$ cat config.mk
export PLATFORM = sky130hd
export DESIGN_NAME = pvt_fifo
export DESIGN_NICKNAME = d
export VERILOG_FILES = /design/src/rtl/core/pvt_pkg.sv /design/src/rtl/core/pvt_fifo.sv
export SDC_FILE = /design/constraint.sdc
export NUM_CORES = 1
export LEC_CHECK = 0
export ABC_CLOCK_PERIOD_IN_PS = 24600
export BUFFER_PORTS_ARGS = -buffer_cell sky130_fd_sc_hd__buf_2
export CORE_UTILIZATION = 45
export DETAILED_ROUTE_END_ITERATION = 6
export GPL_TIMING_DRIVEN = 0
export PLACE_DENSITY = 0.81
export SLEW_MARGIN = 40
export SYNTH_ARGS = -nofsm -noshare
export SYNTH_HDL_FRONTEND = slang
export SYNTH_SLANG_ARGS = --single-unit
$ cat constraint.sdc
create_clock -name i_clk -period 24.6 [get_ports i_clk]
set_input_delay 0 -clock i_clk [delete_from_list [all_inputs] [get_ports i_clk]]
set_output_delay 0 -clock i_clk [all_outputs]
set_load 0.02 [all_outputs]
$ cat src/rtl/core/pvt_pkg.sv
// Shared widths, register codes, reset values and types for the perspective
// vertex transform. No dependencies.
package pvt_pkg;

    localparam int VertW     = 32;
    localparam int CoefW     = 16;
    localparam int ProdW     = VertW + CoefW;
    localparam int SumW      = 50;
    localparam int NumW      = 64;
    localparam int DivW      = 84;
    localparam int QW        = 34;
    localparam int DivSteps  = QW;
    localparam int DivLat    = DivSteps + 1;
    localparam int ResW      = 37;
    localparam int CfgIdxW   = 3;
    localparam int CfgW      = 64;
    localparam int FifoDepth = 2;
    localparam int FifoPtrW  = $clog2(FifoDepth);
    localparam int FifoCntW  = $clog2(FifoDepth + 1);

    localparam logic [CfgIdxW-1:0] RegColX     = 3'd0;
    localparam logic [CfgIdxW-1:0] RegColY     = 3'd1;
    localparam logic [CfgIdxW-1:0] RegColZ     = 3'd2;
    localparam logic [CfgIdxW-1:0] RegColW     = 3'd3;
    localparam logic [CfgIdxW-1:0] RegViewport = 3'd4;

    localparam logic [CfgW-1:0] ColXReset     = 64'd4096;
    localparam logic [CfgW-1:0] ColYReset     = 64'd268435456;
    localparam logic [CfgW-1:0] ColZReset     = 64'd17592186044416;
    localparam logic [CfgW-1:0] ColWReset     = 64'd1152921504606846976;
    localparam logic [CfgW-1:0] ViewportReset = 64'd1048592;

    localparam logic signed [VertW-1:0] S32Max = 32'sh7fffffff;
    localparam logic signed [VertW-1:0] S32Min = 32'sh80000000;

    typedef struct packed {
        logic [CfgW-1:0] col_x;
        logic [CfgW-1:0] col_y;
        logic [CfgW-1:0] col_z;
        logic [CfgW-1:0] col_w;
        logic [CfgW-1:0] viewport;
    } t_cfg;

    typedef struct packed {
        logic signed [NumW-1:0]  num_x;
        logic signed [NumW-1:0]  num_y;
        logic signed [SumW-1:0]  sum_z;
        logic signed [SumW-1:0]  sum_w;
        logic signed [CoefW-1:0] off_x;
        logic signed [CoefW-1:0] off_y;
        logic                    last;
    } t_work;

    typedef struct packed {
        logic full;
        logic empty;
    } t_q_stat;

    typedef struct packed {
        logic                    w_zero;
        logic                    z_zero;
        logic                    x_num_neg;
        logic                    y_num_neg;
        logic                    x_neg;
        logic                    y_neg;
        logic                    z_neg;
        logic signed [CoefW-1:0] off_x;
        logic signed [CoefW-1:0] off_y;
        logic                    last;
    } t_side;

    function automatic logic signed [VertW-1:0] sat32(input logic signed [ResW-1:0] v);
        logic signed [VertW-1:0] r;
        if (v > ResW'(S32Max)) begin
            r = S32Max;
        end else if (v < ResW'(S32Min)) begin
            r = S32Min;
        end else begin
            r = v[VertW-1:0];
        end
        return r;
    endfunction

endpackage

$ cat src/rtl/core/pvt_fifo.sv
// Short item queue between front and back end.
// Depends on pvt_pkg.
module pvt_fifo (
    input  logic             i_clk,
    input  logic             i_rst_n,
    input  logic             i_push,
    input  pvt_pkg::t_work   i_data,
    input  logic             i_pop,
    output pvt_pkg::t_work   o_data,
    output pvt_pkg::t_q_stat o_stat
);

    pvt_pkg::t_work                r_mem [0:pvt_pkg::FifoDepth-1];
    logic [pvt_pkg::FifoPtrW-1:0]  r_wptr, r_rptr;
    logic [pvt_pkg::FifoCntW-1:0]  r_count;
    logic                          do_push, do_pop;

    assign o_stat.full  = (r_count == pvt_pkg::FifoCntW'(pvt_pkg::FifoDepth));
    assign o_stat.empty = (r_count == '0);
    assign do_push      = i_push && !o_stat.full;
    assign do_pop       = i_pop && !o_stat.empty;
    assign o_data       = r_mem[r_rptr];

    always_ff @(posedge i_clk) begin
        if (!i_rst_n) begin
            r_wptr  <= '0;
            r_rptr  <= '0;
            r_count <= '0;
        end else begin
            if (do_push) begin
                r_wptr <= r_wptr + 1'b1;
            end
            if (do_pop) begin
                r_rptr <= r_rptr + 1'b1;
            end
            r_count <= r_count + pvt_pkg::FifoCntW'(do_push) - pvt_pkg::FifoCntW'(do_pop);
        end
    end

    always_ff @(posedge i_clk) begin
        if (do_push) begin
            r_mem[r_wptr] <= i_data;
        end
    end

endmodule

Yosys cells after proc, flatten, opt, wreduce, memory -nomap -nowiden:

Memory sizes are Yosys's and may differ from the RTL's. A register that Yosys moved wholly into a read port is not among the register bits.
Index checks and enable logic that the tools add are counted.

* logic and storage cells: 18
* memories kept: 1
* input bits: 265
* memory bits (writable): 522
* output and inout port bits: 263
* register bits after elaboration: 4

Memory list
* r_mem: words 2, bits a word 261, read ports 1, clocked after memory_dff 1, wr ports 1, RTL line pvt_fifo.sv:13 `pvt_pkg::t_work r_mem [0:pvt_pkg::FifoDepth-1];`

* mux-type cells: 4
* reduce and logical (&&, ||, !) cells: 5
* add/sub/neg operators: 4
* equality and inequality tests: 1

Operator list (count)
* $mux 1: 4
* $add 1x1->1 const B: 2
* $add 2x1->2: 1
* $eq 2x2->1 const B: 1
* $logic_and 1x1->1: 2
* $logic_not 1->1: 2
* $logic_not 2->1: 1
* $sub 2x1->2: 1

Longest topological paths before layout:

Gate-level depths: netlist of run 1.

* word-level depth: 5
* depth in mapped cells: 8
* depth with buffers taken out: 8

Least setup slack after synthesis of run 1:

No wires, ideal clock.

* path kind: flip-flop to flip-flop
* start point: register r_count[0] (netlist name)
* end point: memory r_mem[0][0] (netlist name), enable pin
* buffers on the path: 0
* clock period less this slack: 12.288 ns
* arrival time: 11.400 ns
* slack: 12.312 ns
* cell stages (with the launch flop): 4
* required time: 23.712 ns
* setup time: 0.888 ns
* cell sequence: dfxtp_1 > nand2b_1 > nand2_1 > nor2_1

* longest elaborated chain between the ends: 5

RTL lines
* start: declaration: RTL line pvt_fifo.sv:15 `logic [pvt_pkg::FifoCntW-1:0] r_count;`
* start signal: assignment: RTL line pvt_fifo.sv:36 `r_count <= r_count + pvt_pkg::FifoCntW'(do_push) - pvt_pkg::FifoCntW'(do_pop);`
* $eq 2x2->1: RTL line pvt_fifo.sv:18 `assign o_stat.full = (r_count == pvt_pkg::FifoCntW'(pvt_pkg::FifoDepth));`
* $logic_not 1->1: RTL line pvt_fifo.sv:20 `assign do_push = i_push && !o_stat.full;`
* $logic_and 1x1->1: RTL line pvt_fifo.sv:20
* $mux 1: RTL line pvt_fifo.sv:41 `if (do_push) begin`
* $mux 1 (not written as such): RTL line pvt_fifo.sv:42 `r_mem[r_wptr] <= i_data;`
* end: declaration: RTL line pvt_fifo.sv:13

Every way passes these cells.

Final worst setup path of run 1:

* start point: register r_count[0] (netlist name)
* end point: memory r_mem[0][216] (netlist name), enable pin

The elaborated chain is that of the path after synthesis.

==> results of run 1 <==
==> flip-flops by register name (all words and copies together) (netlist names), named ones only <==
name and cells:
r_rptr 1, r_mem 522, r_count 2, r_wptr 1
==> repair_timing <==
action,CTS,global route
endpoints found under the setup margin,0,0
gates resized for setup,0,0
hold buffers,264,0
endpoints found under the hold margin,544,0
==> through the flow <==
step                      setup slack [ps]  cell area, µm²  cells
after floorplan                      12310           19800    839
after global placement                6730           23200   1951
after detailed placement             21880           23700   1973
after CTS                            21850           27900   2328
after global routing                 21730           27900   2331
final                                21880           27900   2331
==> critical path: stages (launching register included) <==
cell	delay, ps
dfxtp_1	370
nand2b_1	180
nand2_1	150
nor2_4	470
buf_8	260
buf_16	180
buf_16	180
buf_16	170
buf_8	200
buf_16	180
==> power groups by stage <==
stage / clock network, mW / logic [mW] / registers [mW]
CTS: 0.759 / 0.989 / 1.19
global placement: 0 / 0.891 / 1.29
finish: 0.755 / 0.997 / 1.20
detailed placement: 0 / 0.950 / 1.21
global route: 0.800 / 1.04 / 1.20
floorplan: 0 / 0.633 / 1.26
==> cells in the final DEF, fill, tap and decap left out <==
cell	instances
buf_2	534
dlygate4sd3_1	264
nor3_1	1
mux2_4	190
clkinv_1	11
buf_16	7
xnor2_1	1
edfxtp_1	522
bufinv_16	4
and3_4	1
clkbuf_1	13
buf_8	8
dfxtp_1	5
buf_12	7
mux2i_1	1
nor2_1	4
clkbuf_16	53
inv_1	3
o21a_1	1
mux2_2	71
xor2_1	1
nand2_1	2
clkinv_2	9
and2_1	2
diode_2	3
clkinvlp_4	1
buf_6	22
ha_1	2
nand2b_1	2
nor2_4	1
==> final timing paths <==
path / to / slack, ps
setup / recovery: r_mem[0][216] / 21880
setup reg to reg: r_mem[0][216] / 21880
hold reg to reg: r_rptr / 540
hold / removal: r_mem[0][32] / 140
==> cell families (layout without fill, tap and decap cells) <==
logic type,count (synthesis),count (layout)
AOI/OAI and AO/OA,1,1
xor gates and xnor gates,2,2
adders and majority gates,2,2
buffers and inverters,32,936
DFF,527,527
muxes,262,262
other,0,3
and+or+nand+nor,13,13
==> metal layers <==
| metal | wire [µm] | GRT usage [%] | up-vias |
|---|---|---|---|
| li1 | - | - | 5097 |
| met1 | 17700 | 23.0 | 5699 |
| met2 | 26700 | 39.9 | 504 |
| met3 | 3610 | 5.42 | 122 |
| met4 | 2050 | 10.0 | 2 |
| met5 | 11 | 0 | - |
==> cell type report <==
cell class	instances	area [µm²]	area share (%)
flip-flops and latches	527	15800	56.5
repair buffers	813	5730	20.5
multi-input cells	280	3790	13.6
clock buffers	66	1380	4.93
well taps	585	732	2.62
plain buffers	29	283	1.01
clock inverters	25	214	0.766
inverters	3	11.3	0.0403
diodes	3	7.51	0.0269
==> flow_summary.toml, run 1 <==
[die]
die-area_um2 = 44900
die_w_um = 212
core-area_um2 = 43300
io-pin-count = 528
rows = 76
fp.dieH_um = 212
start_util_pct = 45.9

[finish]
nNetsFinal = 1972
syn2layout_area_growth_pct = 40.7
drive_above_1_share_pct = 52.1
fin_util_pct = 64.5
fill_cells = 2742

[global_routing]
grt_max_degree = 41
antenna_found_initial = 4
track_usage_pct = 21.6
grt_first_pass_wirelength_um = 72200
grt_remaining_overflow = 0
grt_pass1_vias = 12500

[yosys]
synth_compound_area_share_pct = 0.0378
syn_nets = 1106
yosys_warnings = 0
synthCells = 839
synthTopCellsByArea = "edfxtp_1 79%, mux2_4 14%, mux2_2 4.0%"
synthFlopType = "edfxtp_1"
synth_top_family_by_area = "multiplexers"
yosys.area_share.adder_pct = 0.126
synth_mux_area_share_pct = 18.5
synth_cell_type_count = 18
synth_top_area_share_pct = 79.0
synthSimpleGateAreaFrac_pct = 0.315
netlist_top_cells_count = "522 x edfxtp_1, 190 x mux2_4, 71 x mux2_2"
synth.most_common_cell = "edfxtp_1"
async_reset_ff_share_pct = 0
synth_area_um2 = 19800
ys_ff_latch = 527
synth_edf_count = 522
synth_area_leader_cell = "edfxtp_1"
avgSynthCellArea_um2 = 23.7
synth_xor_area_share_pct = 0.0883
seq_area_frac_synth_pct = 79.5

[power]
power_density_nw_per_um2 = 106
p_int_mw = 2.03
swShare_pct = 31.2
pwr-share-comb_pct = 33.8
power_mw = 2.95
ir_worst_vdd_v = 0.0000807
p_leak_nw = 10.9
pwr-share-seq_pct = 40.6
power_frac_clock_pct = 25.6
power.switching_mw = 0.919

[outcome]
status = "finished clean"

[setup_path]
worstPathArrival_ps = 2980
crit_start = "r_count[0]"
critPathMaxFanout = 19
ff2ff_path_depth = 9
crit_type = "reg2reg"
cp.required_ps = 24870
end_kind = "register"
r2r_start = "r_count[0]"
critPathLaunchType = "register"

[sta]
clock_skew_ps = 18.4
relSlewSlack_pct = 62.1
worst_slew_pin_slew_ps = 568
finalSetupTns_ps = 0
fmax_ghz = 0.368
rsz0062_at_grt = "false"
setup_viol = 0
hold_violations = 0
holdWs_ps = 143
period_needed_ps = 2720
layout_worst_path_cycle_share_pct = 11.0
drv_slew = 0

[clock_tree]
cts_buffers = 51
clk_latency_ps = 580
cts_buffer_depth = 3
post_cts_buffers = 0
cts_tree = "built"
cts_htree_levels = 2
cts_sinks = 527
clockRootBuffer = "clkbuf_16"
clk_pin_slew_ps = 70

[placement]
post-dp-hpwl_um = 30800
gp_congestion = 0.793
place.port_buffers = 527

[drt]
antenna_left = 0
viasPerCell = 4.90
wl_per_cell_um = 21.5
via_count = 11400
drt_wl_total_um = 50100
drtIter0Drc = 767
first_pass_iters = 5
drc = 0

[min_path]
min-delay-start = "i_data[32]"
hp-class = "in2reg"
hold_depth = 2

[run]
cap_violations = 0
(Power assumes the default switching activity.)
==> inputs of run 2 (changes only) <==
--- a/config.mk
+++ b/config.mk
@@ -5,12 +5,12 @@
 export SDC_FILE = /design/constraint.sdc
 export NUM_CORES = 1
 export LEC_CHECK = 0
-export ABC_CLOCK_PERIOD_IN_PS = 24600
+export ABC_CLOCK_PERIOD_IN_PS = 2200
 export BUFFER_PORTS_ARGS = -buffer_cell sky130_fd_sc_hd__buf_2
 export CORE_UTILIZATION = 45
 export DETAILED_ROUTE_END_ITERATION = 6
 export GPL_TIMING_DRIVEN = 0
-export PLACE_DENSITY = 0.81
+export PLACE_DENSITY = 0.84
 export SLEW_MARGIN = 40
 export SYNTH_ARGS = -nofsm -noshare
 export SYNTH_HDL_FRONTEND = slang
==> constraint.sdc (replaced) <==
create_clock -name i_clk -period 2.2 [get_ports i_clk]
set_input_delay 0 -clock i_clk [delete_from_list [all_inputs] [get_ports i_clk]]
set_output_delay 0 -clock i_clk [all_outputs]
set_load 0.02 [all_outputs]
==> flow_summary.toml, run 2 (synthesized netlist as in run 1, its figures left out) <==
[clock_tree]
clockRootBuffer = "clkbuf_16"
clk_latency_ps = 570
cts_sinks = 527
cts_buffer_depth = 3
clk_pin_slew_ps = 60
cts_htree_levels = 2
cts_tree = "built"
cts_buffers = 52

[global_routing]
grt_first_pass_wirelength_um = 73300
grt_pass1_vias = 12600
met2_usage_pct = 40.3
track_usage_pct = 22.0
top_usage_layer = "met2"
grt_remaining_overflow = 0
grt_max_degree = 42
grt_use_met1_pct = 24.6
antenna_found_initial = 4
grtUsageMet3_pct = 4.93

[sta]
layout_worst_path_cycle_share_pct = 96.2
clock_skew_ps = 13.2
relSlewSlack_pct = 64.3
hold_violations = 0
rsz0062_at_grt = "false"
period_needed_ps = 2120
fin_ws_ps = 84.6
worst_slew_pin_slew_ps = 535
finalSetupTns_ps = 0
setup_viol = 0
holdWs_ps = 154
fmax_ghz = 0.473
drv_slew = 0

[finish]
largest_registers = "r_mem x522, r_count x2"
layout.cells.most_common_list = "534 x buf_2, 522 x edfxtp_1, 264 x dlygate4sd3_1, 190 x mux2_4, 71 x mux2_2"
syn2layout_area_growth_pct = 41.1
regMostFlops = "r_mem"
nNetsFinal = 1979
layout_commonest_cell = "buf_2"
fill_cells = 2704
largest_register_ffs = 522
drive_above_1_share_pct = 52.7
fin_area_um2 = 28000
fin_util_pct = 64.7
final_cells = 2341

[setup_path]
cpMaxStageDelayCell = "dfxtp_2"
ff2ff_path_depth = 8
worstPathArrival_ps = 2390
cp.required_ps = 2470
crit_type = "reg2reg"
crit_path_frequent_cell = "buf_16"
critPathMaxStageDelay_ps = 360
critPathMaxFanout = 33
critPathLaunchType = "register"
critical_path.cell_chain = "nand2b_4 > nand2_4 > nor2_4 > buf_8 > buf_8 > buf_16 > buf_16 > buf_16"
end_kind = "register"

[die]
die_w_um = 212
io-pin-count = 528
core-area_um2 = 43300
die-area_um2 = 44900
rows = 76
fp.dieH_um = 212
start_util_pct = 45.9

[drt]
antenna_left = 0
first_pass_iters = 5
drt_wl_total_um = 51400
drtIter0Drc = 741
viasPerCell = 4.90
drc = 0
via_count = 11500
wl_per_cell_um = 21.9

[placement]
place.port_buffers = 527
place_inst = 1974
dpl_worst_slack_ps = -469
gp_congestion = 0.777
place_area_um2 = 23700
post-dp-hpwl_um = 30500

[outcome]
status = "finished clean"

[power]
ir_worst_vdd_v = 0.000949
power_density_nw_per_um2 = 1180
p_leak_nw = 11.0
power_mw = 33.0

[min_path]
hp-class = "in2reg"
hold_depth = 2

[run]
cap_violations = 0
run 2: final cells by class:
class	count	area [µm²]	area share (%)
multi-input cells	281	3810	13.6
flip-flops and latches	527	15800	56.3
inverters	3	11.3	0.0402
well taps	585	732	2.61
clock buffers	67	1380	4.92
clock inverters	27	196	0.701
diodes	4	10.0	0.0357
plain buffers	29	283	1.01
repair buffers	818	5810	20.7
run 2: routing by layer:
metal  up-vias  wire length, µm
met5         -               12
met4         2             1530
met3       101             3550
met2       560            27500
met1      5712            18700
li1       5104                -
run 2: what timing repair did:
| item | 4_1_cts | 5_1_grt |
|---|---|---|
| endpoints found under the setup margin | 130 | 74 |
| setup buffers | 1 | 4 |
| endpoints found under the hold margin | 535 | 0 |
| hold buffers | 264 | 0 |
| gates resized for setup | 2 | 1 |
| cloned | 2 | 1 |
| pin swaps | 2 | 1 |
run 2: power breakdown:
| group | leakage (nW) | switching (mW) | internal (mW) |
|---|---|---|---|
| sequential | 4.92 | 0.473 | 12.9 |
| combinational | 5.30 | 6.27 | 5.00 |
| clock | 0.784 | 3.71 | 4.67 |
run 2: worst max-delay path, delay by kind of cell (launching register included):
kind                   cells  cell delay, ps
buffers and inverters      5             950
flip-flops                 1             360
AND/OR/NAND/NOR            3             470
run 2: path summary, 6_finish.rpt:
kind                    from           end  slack [ps]
setup / recovery  r_count[0]  r_mem[0][57]          80
hold / removal    i_data[53]  r_mem[0][53]         150
setup reg to reg  r_count[0]  r_mem[0][57]          80
hold reg to reg       r_rptr      register         550
==> inputs of run 3 (changes only) <==
--- a/config.mk
+++ b/config.mk
@@ -7,10 +7,12 @@
 export LEC_CHECK = 0
 export ABC_CLOCK_PERIOD_IN_PS = 2200
 export BUFFER_PORTS_ARGS = -buffer_cell sky130_fd_sc_hd__buf_2
-export CORE_UTILIZATION = 45
+export CELL_PAD_IN_SITES_DETAIL_PLACEMENT = 0
+export CELL_PAD_IN_SITES_GLOBAL_PLACEMENT = 1
+export CORE_UTILIZATION = 40
 export DETAILED_ROUTE_END_ITERATION = 6
 export GPL_TIMING_DRIVEN = 0
-export PLACE_DENSITY = 0.84
+export PLACE_DENSITY = 0.86
 export SLEW_MARGIN = 40
 export SYNTH_ARGS = -nofsm -noshare
 export SYNTH_HDL_FRONTEND = slang
==> flow_summary.toml, run 3 (synthesized netlist as in run 1, its figures left out) <==
[outcome]
status = "finished clean"

[clock_tree]
clockRootBuffer = "clkbuf_16"
clk_pin_slew_ps = 60
cts_tree = "built"
cts_buffer_depth = 3
cts_buffers = 52
cts_sinks = 527
post_cts_resized = 0
clk_latency_ps = 580
cts_htree_levels = 2

[setup_path]
crit_path_frequent_cell = "buf_8"
cp.required_ps = 2470
worstPathArrival_ps = 2350
crit_family = "buffers and inverters"
critical_path.cell_chain = "nand2b_4 > nand2_4 > nor2_4 > buf_16 > buf_16 > buf_8 > buf_8 > buf_8"
ff2ff_path_depth = 8
critPathMaxFanout = 20
cpMaxStageDelayCell = "dfxtp_2"
critPathMaxStageDelay_ps = 350
crit_type = "reg2reg"
cp_num_buf_inv = 5
worst-path-stages = 8
critPathLaunchType = "register"
end_kind = "register"

[sta]
hold_violations = 0
period_needed_ps = 2070
worst_slew_pin_slew_ps = 437
clock_skew_ps = 15.2
layout_worst_path_cycle_share_pct = 94.2
rsz0062_at_grt = "false"
relSlewSlack_pct = 70.8
fmax_ghz = 0.483
holdWs_ps = 140
setup_viol = 0
drv_slew = 0

[power]
p_leak_nw = 11.0
power_density_nw_per_um2 = 1170
ir_worst_vdd_v = 0.000925

[finish]
nNetsFinal = 1978
fill_cells = 3519
largest_registers = "r_mem x522, r_count x2"
ff_latch_area_um2 = 15800
final_cells = 2421
layout.cells.most_common_list = "534 x buf_2, 522 x edfxtp_1, 264 x dlygate4sd3_1, 190 x mux2_4, 71 x mux2_2"
layout_commonest_cell = "buf_2"
fin_util_pct = 57.5
drive_above_1_share_pct = 52.9
largest_register_ffs = 522
multi_input_comb_area_um2 = 3810
syn2layout_area_growth_pct = 41.7
regMostFlops = "r_mem"

[drt]
wl_per_cell_um = 19.9
via_count = 11400
drt_wl_total_um = 48300
drtIter0Drc = 544
antenna_left = 0
first_pass_iters = 4
viasPerCell = 4.69
drc = 0

[placement]
gp_congestion = 0.783
place.port_buffers = 527
post-dp-hpwl_um = 30600
place_inst = 2052

[global_routing]
track_usage_pct = 18.6
antenna_found_initial = 7
grt_max_degree = 41
grt_first_pass_wirelength_um = 70900
grt_pass1_vias = 12500
grt_remaining_overflow = 0

[die]
io-pin-count = 528
die-area_um2 = 50500
start_util_pct = 40.5
fp.dieH_um = 225
core-area_um2 = 49000
die_w_um = 225
rows = 81

[min_path]
hold_depth = 2
hp-class = "in2reg"

[run]
cap_violations = 0
-- run 3: cell types whose count changed in the layout (fill, tap and decap cells not counted), sizes merged --
cell | previous run | this run
bufbuf | 1 | 0
buf | 581 | 582
clkinvlp | 0 | 3
clkbuf | 68 | 57
clkinv | 23 | 27
bufinv | 2 | 3
inv | 5 | 8
diode | 4 | 5
-- run 3: what timing repair did --
action,4_1_cts,5_1_grt
endpoints found under the hold margin,540,0
pin swaps,2,0
endpoints found under the setup margin,112,3
hold buffers,264,0
setup buffers,2,2
gates cloned,1,0
-- run 3: path summary, 6_finish.rpt --
kind               from  slack (ps)           end
max          r_count[0]         130  r_mem[0][60]
min          i_data[49]         140  r_mem[1][49]
max reg2reg  r_count[0]         130  r_mem[0][60]
min reg2reg      r_rptr         520      register
-- run 3: per-stage QoR --
step	TNS (ps)	setup slack [ps]	power, mW	cell area [µm²]
after floorplan	-1175470	-2600	20.7	19900
after global placement	-2152370	-4700	23.0	23300
final	0	128	33.0	28100
after CTS	0	57.6	33.1	28100
after global routing	0	28.6	34.2	28100
after detailed placement	-11340	-286	24.2	23800
-- run 3: cell type report --
type                            instances  area share, %
Antenna cell                            5         0.0445
Buffer                                 29           1.01
Clock buffer                           57           4.77
Clock inverter                         38           1.01
Inverter                                3         0.0400
Multi-Input combinational cell        281           13.5
Sequential cell                       527           56.1
Tap cell                              664           2.95
Timing Repair Buffer                  817           20.5
-- run 3: layer usage --
metal	global-route usage [%]	wire length, µm	vias up
met2	33.7	25400	441
li1	-	-	5113
met4	8.54	2060	4
met1	20.3	17800	5669
met5	0	27	-
met3	4.81	2920	126
-- run 3: worst reg2reg max path, stage by stage (launching register included) --
cell,delay (ps)
dfxtp_2,350
nand2b_4,160
nand2_4,70
nor2_4,150
buf_16,170
buf_16,180
buf_8,220
buf_8,220
buf_8,230
-- run 3: power breakdown --
group	internal [mW]	total (mW)	switching, mW
sequential	12.9	13.3	0.424
clock	4.76	8.50	3.74
combinational	4.97	11.2	6.19
